`config.mk`:
```
export PLATFORM = sky130hd
export DESIGN_NAME = ansi_escape_stripper_top
export DESIGN_NICKNAME = d
export VERILOG_FILES = /design/src/sv/aes_pkg.sv /design/src/sv/aes_parse.sv /design/src/sv/aes_out_stage.sv /design/src/sv/ansi_escape_stripper_top.sv
export SDC_FILE = /design/constraint.sdc
export NUM_CORES = 1
export LEC_CHECK = 0
export BUFFER_PORTS_ARGS = -buffer_cell sky130_fd_sc_hd__buf_4
export CORE_MARGIN = 3
export CORE_UTILIZATION = 50
export DETAILED_ROUTE_END_ITERATION = 16
export PLACE_DENSITY = 0.74
export RECOVER_POWER = 50
export SETUP_SLACK_MARGIN = 0.05
export SLEW_MARGIN = 30
export SYNTH_ARGS = -nofsm -noshare
export SYNTH_HDL_FRONTEND = slang
export SYNTH_SLANG_ARGS = --single-unit
export TNS_END_PERCENT = 10
```
`constraint.sdc`:
```
create_clock -name i_clk -period 2.4 [get_ports i_clk]
set_input_delay 0.24 -clock i_clk [delete_from_list [all_inputs] [get_ports i_clk]]
set_output_delay 0.24 -clock i_clk [all_outputs]
set_load 0.05 [all_outputs]
```
`src/sv/aes_pkg.sv`:
```
// aes_pkg: shared types and constants for the escape sequence stripper
// no dependencies; used by aes_parse, aes_out_stage and ansi_escape_stripper_top

package aes_pkg;

    typedef logic [2:0] t_state;
    typedef logic [7:0] t_byte;
    typedef logic [6:0] t_char;

    // parser states
    localparam t_state ST_GROUND  = 3'd0;
    localparam t_state ST_ESC     = 3'd1;
    localparam t_state ST_CSI     = 3'd2;
    localparam t_state ST_OSC     = 3'd3;
    localparam t_state ST_OSC_W   = 3'd4;
    localparam t_state ST_OSC_P   = 3'd5;
    localparam t_state ST_OSC_STR = 3'd6;
    localparam t_state ST_OSC_ST  = 3'd7;

    // byte codes
    localparam t_byte CH_BEL       = 8'h07;
    localparam t_byte CH_LF        = 8'h0A;
    localparam t_byte CH_CR        = 8'h0D;
    localparam t_byte CH_ESC       = 8'h1B;
    localparam t_byte CH_DEL       = 8'h7F;
    localparam t_byte CH_INTER_LO  = 8'h20;
    localparam t_byte CH_INTER_HI  = 8'h2F;
    localparam t_byte CH_DIGIT_LO  = 8'h30;
    localparam t_byte CH_DIGIT_HI  = 8'h39;
    localparam t_byte CH_SEMI      = 8'h3B;
    localparam t_byte CH_AT        = 8'h40;
    localparam t_byte CH_P         = 8'h50;
    localparam t_byte CH_R         = 8'h52;
    localparam t_byte CH_W         = 8'h57;
    localparam t_byte CH_LBRACKET  = 8'h5B;
    localparam t_byte CH_BACKSLASH = 8'h5C;
    localparam t_byte CH_RBRACKET  = 8'h5D;

    // parser step result
    typedef struct packed {
        t_state state;
        logic   inter;
        logic   emit;
    } t_parse_res;

endpackage

```
`src/sv/aes_parse.sv`:
```
// aes_parse: next-state function of the escape sequence parser for one byte
// depends on aes_pkg

module aes_parse (
    input  aes_pkg::t_state     i_state,
    input  logic                i_inter,
    input  aes_pkg::t_byte      i_byte,
    output aes_pkg::t_parse_res o_res
);

    logic is_digit;
    logic is_inter;
    logic do_after_esc;

    assign is_digit = (i_byte >= aes_pkg::CH_DIGIT_LO) && (i_byte <= aes_pkg::CH_DIGIT_HI);
    assign is_inter = (i_byte >= aes_pkg::CH_INTER_LO) && (i_byte <= aes_pkg::CH_INTER_HI);

    always_comb begin
        o_res.state  = i_state;
        o_res.inter  = i_inter;
        o_res.emit   = 1'b0;
        do_after_esc = 1'b0;
        if (i_byte >= aes_pkg::CH_DEL) begin
            // dropped, state untouched
        end else if (i_byte == aes_pkg::CH_ESC && i_state <= aes_pkg::ST_OSC_W) begin
            o_res.state = aes_pkg::ST_ESC;
            o_res.inter = 1'b0;
        end else begin
            unique case (i_state)
                aes_pkg::ST_GROUND: begin
                    o_res.emit = 1'b1;
                end
                aes_pkg::ST_OSC_ST: begin
                    if (i_byte == aes_pkg::CH_BACKSLASH) begin
                        o_res.state = aes_pkg::ST_GROUND;
                    end else begin
                        do_after_esc = 1'b1;
                    end
                end
                aes_pkg::ST_ESC: begin
                    do_after_esc = 1'b1;
                end
                aes_pkg::ST_CSI: begin
                    if (is_digit || i_byte == aes_pkg::CH_SEMI) begin
                        // parameter byte
                    end else if (i_byte < aes_pkg::CH_AT) begin
                        o_res.inter = 1'b1;
                    end else begin
                        o_res.state = aes_pkg::ST_GROUND;
                    end
                end
                aes_pkg::ST_OSC: begin
                    if (i_byte == aes_pkg::CH_P) begin
                        o_res.state = aes_pkg::ST_OSC_P;
                    end else if (i_byte == aes_pkg::CH_R) begin
                        o_res.state = aes_pkg::ST_GROUND;
                    end else if (i_byte == aes_pkg::CH_W) begin
                        o_res.state = aes_pkg::ST_OSC_W;
                    end else if (!is_digit) begin
                        o_res.state = aes_pkg::ST_OSC_STR;
                    end
                end
                aes_pkg::ST_OSC_W: begin
                    if (!is_digit) begin
                        o_res.state = aes_pkg::ST_OSC_STR;
                    end
                end
                aes_pkg::ST_OSC_P: begin
                    o_res.state = aes_pkg::ST_GROUND;
                end
                aes_pkg::ST_OSC_STR: begin
                    if (i_byte == aes_pkg::CH_LF || i_byte == aes_pkg::CH_CR ||
                        i_byte == aes_pkg::CH_BEL) begin
                        o_res.state = aes_pkg::ST_GROUND;
                    end else if (i_byte == aes_pkg::CH_ESC) begin
                        o_res.state = aes_pkg::ST_OSC_ST;
                    end
                end
                default: begin
                    o_res.state = aes_pkg::ST_GROUND;
                end
            endcase
        end

        // byte following an escape
        if (do_after_esc) begin
            if (is_inter) begin
                o_res.inter = 1'b1;
            end else begin
                o_res.state = aes_pkg::ST_GROUND;
                if (!i_inter) begin
                    if (i_byte == aes_pkg::CH_LBRACKET) begin
                        o_res.state = aes_pkg::ST_CSI;
                    end else if (i_byte == aes_pkg::CH_RBRACKET) begin
                        o_res.state = aes_pkg::ST_OSC;
                    end
                end
            end
        end
    end

endmodule

```
`src/sv/aes_out_stage.sv`:
```
// aes_out_stage: one-entry output register for passed-through characters
// depends on aes_pkg

module aes_out_stage (
    input  logic           i_clk,
    input  logic           i_rst_n,
    input  logic           i_push,
    input  aes_pkg::t_char i_char,
    output logic           o_can_take,
    output logic           o_out_valid,
    input  logic           i_out_ready,
    output aes_pkg::t_char o_char_out
);

    logic           r_valid;
    aes_pkg::t_char r_char;

    assign o_can_take  = !r_valid || i_out_ready;
    assign o_out_valid = r_valid;
    assign o_char_out  = r_char;

    always_ff @(posedge i_clk) begin
        if (!i_rst_n) begin
            r_valid <= 1'b0;
        end else if (i_push) begin
            r_valid <= 1'b1;
        end else if (i_out_ready) begin
            r_valid <= 1'b0;
        end
    end

    always_ff @(posedge i_clk) begin
        if (i_push) begin
            r_char <= i_char;
        end
    end

endmodule

```
`src/sv/ansi_escape_stripper_top.sv`:
```
// ansi_escape_stripper_top: removes terminal escape sequences from a byte stream
// depends on aes_pkg, aes_parse, aes_out_stage
//
// One byte is accepted per cycle, every cycle the output register is empty or being
// drained; the parser state updates in the accepting cycle, so throughput is one byte
// per clock. A plain-text byte appears on the output in the cycle after acceptance.
// Bytes 0x7F and above are dropped, ESC sequences, CSI and OSC included, are consumed
// without output, and a transaction with last_byte set returns the parser to ground.

module ansi_escape_stripper_top (
    input  logic       i_clk,
    input  logic       i_rst_n,
    input  logic       i_in_valid,
    output logic       o_in_ready,
    input  logic [7:0] i_byte_in,
    input  logic       i_last_byte,
    output logic       o_out_valid,
    input  logic       i_out_ready,
    output logic [6:0] o_char_out
);

    aes_pkg::t_state     r_state;
    aes_pkg::t_state     n_state;
    logic                r_inter;
    logic                n_inter;
    aes_pkg::t_parse_res parse_res;
    logic                in_accept;

    aes_parse u_parse (
        .i_state (r_state),
        .i_inter (r_inter),
        .i_byte  (i_byte_in),
        .o_res   (parse_res)
    );

    assign in_accept = i_in_valid && o_in_ready;

    always_comb begin
        n_state = r_state;
        n_inter = r_inter;
        if (in_accept) begin
            if (i_last_byte) begin
                n_state = aes_pkg::ST_GROUND;
                n_inter = 1'b0;
            end else begin
                n_state = parse_res.state;
                n_inter = parse_res.inter;
            end
        end
    end

    always_ff @(posedge i_clk) begin
        if (!i_rst_n) begin
            r_state <= aes_pkg::ST_GROUND;
            r_inter <= 1'b0;
        end else begin
            r_state <= n_state;
            r_inter <= n_inter;
        end
    end

    aes_out_stage u_out (
        .i_clk       (i_clk),
        .i_rst_n     (i_rst_n),
        .i_push      (in_accept && parse_res.emit),
        .i_char      (i_byte_in[6:0]),
        .o_can_take  (o_in_ready),
        .o_out_valid (o_out_valid),
        .i_out_ready (i_out_ready),
        .o_char_out  (o_char_out)
    );

endmodule
```
# ---- After elaboration in Yosys (flattened, before gate mapping)
# Cells that the tools add are included.
# W data, S select, Z words.
dict set report totals {
  output_inout_bits 9
  in_bits 13
  regBits 12
  word_cells 71
}
dict set report op_classes {
  n_eq_ne 18
  n_lt_le_gt_ge 7
  n_mux 30
  reduce_logical 12
}
# op count
set ops {}
lappend ops {{$eq A8 B7 Y1 const B} 6}
lappend ops {{$mux W3} 12}
lappend ops {{$pmux W3 S6} 1}
lappend ops {{$eq A8 B4 Y1 const B} 2}
lappend ops {{$ge A8 B6 Y1 const B} 2}
lappend ops {{$le A8 B6 Y1 const B} 2}
lappend ops {{$eq A3 B3 Y1 const B} 4}
lappend ops {{$mux W4} 3}
lappend ops {{$mux W1} 11}
lappend ops {{$eq A8 B3 Y1 const B} 1}
lappend ops {{$eq A8 B5 Y1 const B} 1}
lappend ops {{$eq A8 B6 Y1 const B} 1}
lappend ops {{$ge A8 B7 Y1 const B} 1}
lappend ops {{$lt A8 B7 Y1 const B} 1}
lappend ops {{$eq A3 B2 Y1 const B} 2}
lappend ops {{$logic_and A1 B1 Y1} 5}
lappend ops {{$mux W5} 1}
lappend ops {{$logic_or A1 B1 Y1} 4}
lappend ops {{$eq A3 B1 Y1 const B} 1}
lappend ops {{$le A3 B3 Y1 const B} 1}
lappend ops {{$logic_not A3 Y1} 1}
lappend ops {{$mux W2} 1}
lappend ops {{$pmux W1 S2} 1}
lappend ops {{$reduce_bool A2 Y1} 1}
lappend ops {{$logic_not A1 Y1} 1}

# ---- Logic depth before layout (Yosys ltp)
# Gate-level depths: netlist of run 1.
dict set report logic_depth {
  word_depth 12
  mapped_depth 6
  depth_no_buf 5
}

# ---- Modules after synthesis
# From an unflattened synthesis of run 1, not the netlist that was laid out.
dict set report unflattened {
  hier_cells 105
  area_unflattened_um2 1016.0
}
# module seq_area_each_um2 cells_each area_each_um2 n_inst
set by_module_without_submodules {}
lappend by_module_without_submodules {aes_parse 0.0 77 569.3 1}
lappend by_module_without_submodules {aes_out_stage 230.2 11 259.0 1}
lappend by_module_without_submodules {ansi_escape_stripper_top 80.1 17 187.7 1}

# ---- Worst setup path before layout of run 1
# Ideal clock, no wire load.
dict set report synth_path {
  path_kind {register to register}
  start {register u_out.r_valid, in the netlist u_out.o_out_valid}
  end {register r_state[1]}
  setup_time_ns 0.117
  required_time_ns 2.283
  t_arrival_ns 1.866
  path_stages_with_launch 6
  n_path_buf 0
  slack_ns 0.417
  synth_period_minus_slack_ns 1.983
  cell_sequence {dfxtp_1 > nand2b_1 > and2_1 > a31oi_1 > nor2_1 > a32o_1}
}
dict set report synth_via {
  elab_chain_len 3
}
# item line
set synth_rtl {}
lappend synth_rtl {{start, declared} aes_out_stage.sv:15} ;# logic r_valid;
lappend synth_rtl {{start signal, assigned} aes_out_stage.sv:24} ;# r_valid <= 1'b0;
lappend synth_rtl {{start signal, assigned} aes_out_stage.sv:26} ;# r_valid <= 1'b1;
lappend synth_rtl {{start signal, assigned} aes_out_stage.sv:28} ;# r_valid <= 1'b0;
lappend synth_rtl {{$logic_not A1 Y1} aes_out_stage.sv:18} ;# assign o_can_take = !r_valid || i_out_ready;
lappend synth_rtl {{$logic_or A1 B1 Y1} aes_out_stage.sv:18}
lappend synth_rtl {{via o_in_ready} ansi_escape_stripper_top.sv:14} ;# output logic o_in_ready,
lappend synth_rtl {{$logic_and A1 B1 Y1} ansi_escape_stripper_top.sv:36} ;# assign in_accept = i_in_valid && o_in_ready;
lappend synth_rtl {{end signal, assigned} ansi_escape_stripper_top.sv:54} ;# r_state <= aes_pkg::ST_GROUND;
lappend synth_rtl {{end signal, assigned} ansi_escape_stripper_top.sv:57} ;# r_state <= n_state;
lappend synth_rtl {{end, declared} ansi_escape_stripper_top.sv:22} ;# aes_pkg::t_state r_state;
# The timed path passes the listed nets, and every way through them passes these cells.
# A chain may end at the register's enable or synchronous reset.

# ---- Final worst setup path of run 1
dict set report layout_path {
  start {register r_state[1]}
  end {register r_state[2]}
}
dict set report layout_via {
  elab_chain_len 7
  elab_cells_between_ends 18
  classes_between {1 x order compare; 7 x eq/ne; 9 x mux; 1 x reduce/logical}
}
# item line
set layout_rtl {}
lappend layout_rtl {{$eq A3 B3 Y1, or another cell as far along} aes_parse.sv:29} ;# unique case (i_state)
lappend layout_rtl {{$pmux W3 S6 / $logic_and A1 B1 Y1 (equally long branches)} {aes_parse.sv:29, aes_parse.sv:25}}
lappend layout_rtl {{$mux W4} aes_parse.sv:25} ;# end else if (i_byte == aes_pkg::CH_ESC && i_state <= aes_pkg::ST_OSC_W) begin
lappend layout_rtl {{$mux W5} aes_parse.sv:23} ;# if (i_byte >= aes_pkg::CH_DEL) begin
lappend layout_rtl {{$mux W3} aes_parse.sv:87} ;# if (is_inter) begin
lappend layout_rtl {{$mux W4 *} aes_parse.sv:86} ;# if (do_after_esc) begin
lappend layout_rtl {{$mux W3 *} ansi_escape_stripper_top.sv:42} ;# if (i_last_byte) begin
# Mark *: on every way between the ends. The rest lies on a longest branch, timed or not.

==> results of run 1 <==
==> cells in the mapped netlist, drive strengths merged (4+ instances only) <==
| cell | number | area (um^2) |
|---|---|---|
| and4 | 4 | 37.5 |
| and2 | 4 | 26.3 |
| nor2b | 4 | 25.0 |
| a21oi | 4 | 20.0 |
| o21ai | 8 | 43.8 |
| dfxtp | 5 | 100 |
| inv | 5 | 18.8 |
| nor2 | 8 | 30.0 |
| nand2 | 10 | 37.5 |
| edfxtp | 7 | 210 |
==> power breakdown <==
group / total (mW) / internal [mW] / leakage [nW] / switching [mW]
logic: 0.109 / 0.0329 / 0.266 / 0.0763
clock network: 0.125 / 0.0602 / 0.0154 / 0.0647
registers: 0.232 / 0.227 / 0.106 / 0.00514
total: 0.466 / 0.320 / 0.387 / 0.146
==> per-layer routing <==
metal  vias to the layer above  share of wire (%)  track usage [%]
met5                         -                  0                0
met4                         0                2.8             11.8
met3                         7                6.4             3.67
met2                        48                 46             33.7
met1                       431                 44             26.3
li1                        456                  -                -
==> flip-flops by register name, summed over array words and instances, names as in the netlist <==
register / count
r_inter: 1
u_out.o_char_out: 7
r_state: 3
u_out.o_out_valid: 1
==> worst max-delay path: stages (launching register included) <==
cell and delay (ns):
dfxtp_1 0.61, nor2b_1 0.29, o2111ai_1 0.16, a311oi_1 0.35
a32o_1 0.18
==> per-stage QoR <==
step	hold slack (ns)	total power, mW	std cells	setup WS [ns]	util [%]
after global routing	0.238	0.496	150	0.666	61.6
after global placement	0.462	0.352	146	0.657	63.2
after detailed placement	0.471	0.354	146	0.620	63.2
after floorplan	0.339	0.310	106	0.417	-
final	0.250	0.466	150	0.765	61.6
after CTS	0.187	0.478	150	0.795	64.7
==> cell usage in the layout (no fill, tap or decap), types with 2 or more instances in the layout <==
master / netlist / final
clkbuf_1: 3 / 14
nand2_1: 10 / 10
nor2_1: 8 / 8
buf_4: 0 / 7
edfxtp_1: 7 / 7
dfxtp_1: 5 / 5
nor2b_1: 4 / 4
inv_1: 4 / 4
o21ai_0: 4 / 4
a21oi_1: 4 / 4
nor3_1: 3 / 3
and4_1: 3 / 3
and2_1: 3 / 3
o21ai_1: 3 / 3
a31oi_1: 3 / 3
a32o_1: 3 / 3
clkbuf_4: 0 / 3
a311oi_1: 2 / 2
nand3b_1: 2 / 2
and4bb_1: 2 / 2
nand3_1: 2 / 2
==> worst paths after layout <==
path / start / end / slack, ns / depth (start not counted)
hold reg to reg: u_out.o_out_valid / u_out.o_out_valid / 0.55 / 2
hold / removal: i_rst_n / r_state[1] / 0.25 / 2
setup reg to reg: r_state[1] / r_state[2] / 0.77 / 4
setup / recovery: r_state[1] / r_state[2] / 0.77 / 4
==> cell families (layout without fill, tap and decap cells) <==
family	Yosys count	count (layout)	synth area share, %
compound gates	34	34	27.8
xor+xnor	1	1	0.932
buf+inv	11	30	4.79
flops	12	12	33.0
simple gates	48	48	33.4
==> final cells by class <==
class | instances | area [um^2]
Fill cell | 187 | 669
Multi-Input combinational cell | 83 | 584
Sequential cell | 12 | 310
Timing Repair Buffer | 21 | 105
Tap cell | 25 | 31.3
Clock buffer | 3 | 22.5
Inverter | 5 | 18.8
Clock inverter | 1 | 3.75
==> flow_summary.json, run 1 <==
{
  "crit_arrival_ns": 1.85,
  "ioPinCount": 22,
  "relSlewSlack_pct": 59.2,
  "ys_ff_latch": 12,
  "fp-row-count": 15,
  "core_um2": 1750,
  "grt_pass1_vias": 827,
  "yosysUniqueCellTypes": 48,
  "avgSynthCellArea_um2": 8.86,
  "irDropWorstVdd_mv": 0.216,
  "hpwl_mm": 1.79,
  "post_drt_via_cell_ratio": 6.28,
  "synth_warnings": 0,
  "power.density_nw_per_um2": 433,
  "drt_iter0_markers": 43,
  "maxCapViolCount": 0,
  "synth-main-ff-cell": "edfxtp_1",
  "cts_tree": "done",
  "gp_congestion": 0.863,
  "cts_made_buffers": 3,
  "portBuffers": 21,
  "drt_wl_total_mm": 2.39,
  "crit_fanout": 14,
  "diodes": 0,
  "setup_viol": 0,
  "antenna_found_initial": 0,
  "die_area_um2": 2440,
  "drive_gt1_share_pct": 14.4,
  "clock-root-buffer": "clkbuf_4",
  "syn_inst": 106,
  "critical_path_class": "reg2reg",
  "path_clk_slew_ns": 0.07,
  "status": "completed",
  "die_h_um": 49.4,
  "min_period_ns": 1.63,
  "initial_core_util_pct": 53.8,
  "vias": 942,
  "endpoint_kind": "register",
  "cp-start-kind": "register",
  "cts_max_path_buffers": 2,
  "synth_edf_count": 7,
  "rsz0062_at_grt": "no",
  "grt_max_degree": 15,
  "synth.cell_area_um2": 940,
  "cts_setup_buffers": 0,
  "cts_resized": 0,
  "syn_to_final_growth_pct": 14.5,
  "finalInstanceArea_um2": 1080,
  "clk_latency_ns": 0.27,
  "fin_skew_ns": 0.00114,
  "wl_per_cell_um": 16.0,
  "max_freq_ghz": 0.612,
  "setup_tns_ns": 0,
  "overflow": 0,
  "drv_slew": 0,
  "drt-pass1-iter-count": 4,
  "ys_seq_area_share_pct": 33.0,
  "synth_nets": 119,
  "drc": 0,
  "post-route-period-util_pct": 68.1,
  "grt_pass1_wl_mm": 3.90,
  "cts.sinks": 12,
  "htreeDepth": 1,
  "tightest_slew_ns": 0.615,
  "hold_class": "in2reg",
  "postCtsHoldBufs": 0,
  "synthArstFlopShare_pct": 0,
  "dieWidth_um": 49.4,
  "hold_viol": 0,
  "drtAntennaViolNets": 0,
  "dpl_cell_area_um2": 1100,
  "required_ns": 2.61,
  "nets": 139,
  "leakage_nw": 0.387,
  "grt_use_total_pct": 21.0
}
(Power assumes the default switching activity.)
==> run 2: changes to the inputs <==
==> constraint.sdc (replaced) <==
create_clock -name i_clk -period 1.6 [get_ports i_clk]
set_input_delay 0.16 -clock i_clk [delete_from_list [all_inputs] [get_ports i_clk]]
set_output_delay 0.16 -clock i_clk [all_outputs]
set_load 0.05 [all_outputs]
==> flow_summary.json, run 2 (synthesis results as in run 1) <==
{
  "status": "completed",
  "post_drt_via_cell_ratio": 6.23,
  "drt_iter0_markers": 53,
  "pre_cts_slack_ns": 0.0366,
  "fp-row-count": 15,
  "dpl_cell_area_um2": 1170,
  "grt_use_total_pct": 21.3,
  "fillCellCount": 165,
  "cts_tree": "done",
  "layout_commonest_cell": "buf_4",
  "cts_max_path_buffers": 2,
  "overflow": 0,
  "crit_fanout": 13,
  "drt_wl_total_mm": 2.44,
  "grt_max_degree": 14,
  "nets": 147,
  "irDropWorstVdd_mv": 0.330,
  "critical_path_class": "in2reg",
  "antenna_found_initial": 0,
  "leakage_nw": 0.439,
  "fin_util_pct": 65.9,
  "setup_viol": 0,
  "die_area_um2": 2440,
  "gp_congestion": 0.967,
  "die_h_um": 49.4,
  "dieWidth_um": 49.4,
  "drc": 0,
  "relSlewSlack_pct": 60.2,
  "diodes": 0,
  "cts.sinks": 12,
  "drv_slew": 0,
  "cp-startpoint": "i_byte_in[3]",
  "cp-start-kind": "primary input",
  "hold_start": "i_rst_n",
  "syn_to_final_growth_pct": 22.5,
  "drive_gt1_share_pct": 23.3,
  "initial_core_util_pct": 53.8,
  "fin_skew_ns": 0.000860,
  "finalInstanceArea_um2": 1150,
  "rsz0062_at_grt": "no",
  "core_um2": 1750,
  "ioPinCount": 22,
  "cts_setup_buffers": 0,
  "post-route-period-util_pct": 90.8,
  "hold_class": "in2reg",
  "mostFrequentLayoutCells": "buf_4, clkbuf_1, nand2_1, nor2_1, edfxtp_1",
  "postCtsHoldBufs": 0,
  "power_mw": 0.716,
  "largest_reg_flops": 7,
  "maxCapViolCount": 0,
  "clk_latency_ns": 0.27,
  "path_clk_slew_ns": 0.07,
  "cts_made_buffers": 3,
  "clock-root-buffer": "clkbuf_4",
  "power.density_nw_per_um2": 622,
  "tightest_slew_ns": 0.599,
  "drt-pass1-iter-count": 4,
  "r2r-start": "r_state[1]",
  "max_freq_ghz": 0.688,
  "finalWorstSetupSlack_ns": 0.147,
  "min_period_ns": 1.45,
  "hpwl_mm": 1.89,
  "hold_viol": 0,
  "grt_pass1_vias": 852,
  "seq_area_um2": 314,
  "endpoint_kind": "register",
  "setup_tns_ns": 0,
  "required_ns": 1.64,
  "grt_pass1_wl_mm": 4.02,
  "drtAntennaViolNets": 0,
  "htreeDepth": 1,
  "vias": 984,
  "wl_per_cell_um": 15.4,
  "portBuffers": 21,
  "multiInputGateArea_um2": 592,
  "crit_arrival_ns": 1.49
}
-- run 2: per-stage QoR --
stage | hold WS [ns] | std cells
2_1_floorplan | 0.259 | 106
3_3_place_gp | 0.396 | 154
3_5_place_dp | 0.398 | 154
4_1_cts | 0.115 | 158
5_1_grt | 0.172 | 158
6_report | 0.164 | 158
-- run 2: cell type report --
| class | instances | area share [%] |
|---|---|---|
| Sequential cell | 12 | 27.3 |
| Inverter | 5 | 1.63 |
| Tap cell | 25 | 2.72 |
| Multi-Input combinational cell | 83 | 51.4 |
| Clock buffer | 3 | 1.96 |
| Clock inverter | 1 | 0.326 |
| Timing Repair Buffer | 29 | 14.7 |
-- run 2: path summary, 6_finish.rpt --
| check | to | slack (ns) | cells after the start |
|---|---|---|---|
| worst max-delay path | u_out.o_char_out[4] | 0.15 | 5 |
| worst min register to register | u_out.o_out_valid | 0.49 | 2 |
| worst min-delay path | r_state[1] | 0.16 | 2 |
| worst max register to register | r_state[2] | 0.21 | 4 |
-- run 2: what timing repair did --
item                       CTS  global route
setup endpoints to repair    0             1
hold endpoints to repair     0             0
resized for setup            0             2
-- run 2: metal layers --
metal  vias to the layer above  part of all wire (%)  track usage, %
li1                        476                     -               -
met1                       448                    43            28.8
met2                        53                    47            34.4
met3                         7                   8.1            2.75
met4                         0                   2.2            8.06
met5                         -                     0               0
-- run 2: report_power, final --
part | total (mW) | switching [mW] | internal, mW
logic | 0.176 | 0.116 | 0.0598
registers | 0.347 | 0.00703 | 0.340
clock network | 0.193 | 0.103 | 0.0904
-- run 2: critical path, stage by stage --
cell	delay [ns]
clkbuf_1	0.39
and2_2	0.27
and4_1	0.29
and4b_1	0.22
buf_4	0.16
==> run 3: changes to the inputs <==
==> constraint.sdc (replaced) <==
create_clock -name i_clk -period 1.9 [get_ports i_clk]
set_input_delay 0.19 -clock i_clk [delete_from_list [all_inputs] [get_ports i_clk]]
set_output_delay 0.19 -clock i_clk [all_outputs]
set_load 0.05 [all_outputs]
==> flow_summary.json, run 3 (synthesis results as in run 1) <==
{
  "fin_util_pct": 62.7,
  "postCtsHoldBufs": 0,
  "met2_length_mm": 1.22,
  "endpoint_kind": "register",
  "maxCapViolCount": 0,
  "ioPinCount": 22,
  "clk_latency_ns": 0.27,
  "fin_skew_ns": 0.000693,
  "nets": 141,
  "cts_setup_buffers": 0,
  "crit_arrival_ns": 1.75,
  "critical_path_class": "reg2reg",
  "drtAntennaViolNets": 0,
  "setup_viol": 0,
  "grt_pass1_wl_mm": 4.20,
  "dieWidth_um": 49.4,
  "min_to": "r_state[1]",
  "r2r_end": "r_state[1]",
  "drv_slew": 0,
  "drive_gt1_share_pct": 16.5,
  "hold_viol": 0,
  "grt_use_total_pct": 22.4,
  "clock-root-buffer": "clkbuf_4",
  "seq_area_um2": 310,
  "drt_iter0_markers": 59,
  "antenna_found_initial": 0,
  "setup_tns_ns": 0,
  "post_drt_via_cell_ratio": 6.16,
  "r2r-start": "r_state[2]",
  "max_freq_ghz": 0.634,
  "diodes": 0,
  "cts_tree": "done",
  "power_mw": 0.595,
  "grt_pass1_vias": 907,
  "hpwl_mm": 1.93,
  "hold_depth": 2,
  "largest_reg_flops": 7,
  "htreeDepth": 1,
  "drt-pass1-iter-count": 4,
  "layout_commonest_cell": "clkbuf_1",
  "cts_made_buffers": 3,
  "portBuffers": 21,
  "irDropWorstVdd_mv": 0.256,
  "wl_met3_um": 168,
  "grt_max_degree": 14,
  "fp-row-count": 15,
  "initial_core_util_pct": 53.8,
  "hold_class": "in2reg",
  "path_clk_slew_ns": 0.07,
  "highest_layer": "met4",
  "core_um2": 1750,
  "syn_to_final_growth_pct": 16.4,
  "overflow": 0,
  "crit_fanout": 11,
  "required_ns": 2.07,
  "post-route-period-util_pct": 83.1,
  "path_buf_inv": 0,
  "drc": 0,
  "vias": 936,
  "cp-start-kind": "register",
  "max_stage_delay_ns": 0.55,
  "leakage_nw": 0.398,
  "cts_max_path_buffers": 2,
  "crit_path_cell_trace": "and2_1 -> nand3_1 -> o21ai_2 -> o21ai_1 -> a32o_1",
  "cts.sinks": 12,
  "die_area_um2": 2440,
  "min_period_ns": 1.58,
  "fillCellCount": 179,
  "drt_wl_total_mm": 2.51,
  "gp_congestion": 0.891,
  "reg2reg_depth": 5,
  "tightest_slew_ns": 0.624,
  "crit_family": "compound AO/OA/AOI/OAI gates",
  "mostFrequentLayoutCells": "clkbuf_1, nand2_1, buf_4, nor2_1, edfxtp_1",
  "die_h_um": 49.4,
  "cp_slowest_cell": "dfxtp_1",
  "cts_resized": 0,
  "numPlacedInstances": 148,
  "multiInputGateArea_um2": 587,
  "rsz0062_at_grt": "no",
  "relSlewSlack_pct": 58.6,
  "wl_per_cell_um": 16.5,
  "power.density_nw_per_um2": 544,
  "r2r_slack_ns": 0.32,
  "hold_start": "i_rst_n",
  "layoutNonFillerInstCount": 152,
  "status": "completed",
  "wl_met1_mm": 1.09
}
[run 3: changes by cell type in the layout (fill, tap and decap cells not counted)]
cell      previous run  this run
buf_4               16         9
clkbuf_1            13        14
dfxtp_1              2         5
dfxtp_2              3         0
nand2b_2             0         1
nand2b_4             1         0
[run 3: metal layers]
metal  track usage, %  vias to the layer above
met3             3.06                        4
met2             37.1                       36
met1             28.8                      435
met5                0                        -
met4             9.95                        0
li1                 -                      461
[run 3: final cells by class]
cell class	count	area share, %
clock buffers	3	2.06
clock inverters	1	0.343
inverters	5	1.72
multi-input cells	83	53.7
flip-flops and latches	12	28.4
well taps	25	2.86
repair buffers	23	11.0
[run 3: worst max-delay path by stage]
stage	slack [ns]	startpoint	cells after the start	end
2_1_floorplan	0.11	u_out.o_out_valid	5	r_state[1]
3_3_place_gp	0.22	i_byte_in[4]	4	u_out.o_char_out[0]
3_5_place_dp	0.17	i_byte_in[4]	4	u_out.o_char_out[4]
4_1_cts	0.34	r_state[2]	5	r_state[1]
5_1_grt	0.19	r_state[2]	5	r_state[1]
6_report	0.32	r_state[2]	5	r_state[1]
[run 3: per-stage QoR]
step	setup slack (ns)	cell area [um^2]	hold slack [ns]
3_5_place_dp	0.166	1120	0.420
4_1_cts	0.342	1150	0.133
6_report	0.322	1090	0.183
5_1_grt	0.193	1090	0.199
3_3_place_gp	0.219	1120	0.413
2_1_floorplan	0.106	942	0.289
[run 3: power by group]
group | leakage, nW | switching [mW] | internal, mW | total [mW]
clock network | 0.0154 | 0.0851 | 0.0761 | 0.161
logic | 0.277 | 0.0993 | 0.0434 | 0.143
registers | 0.106 | 0.00513 | 0.286 | 0.291
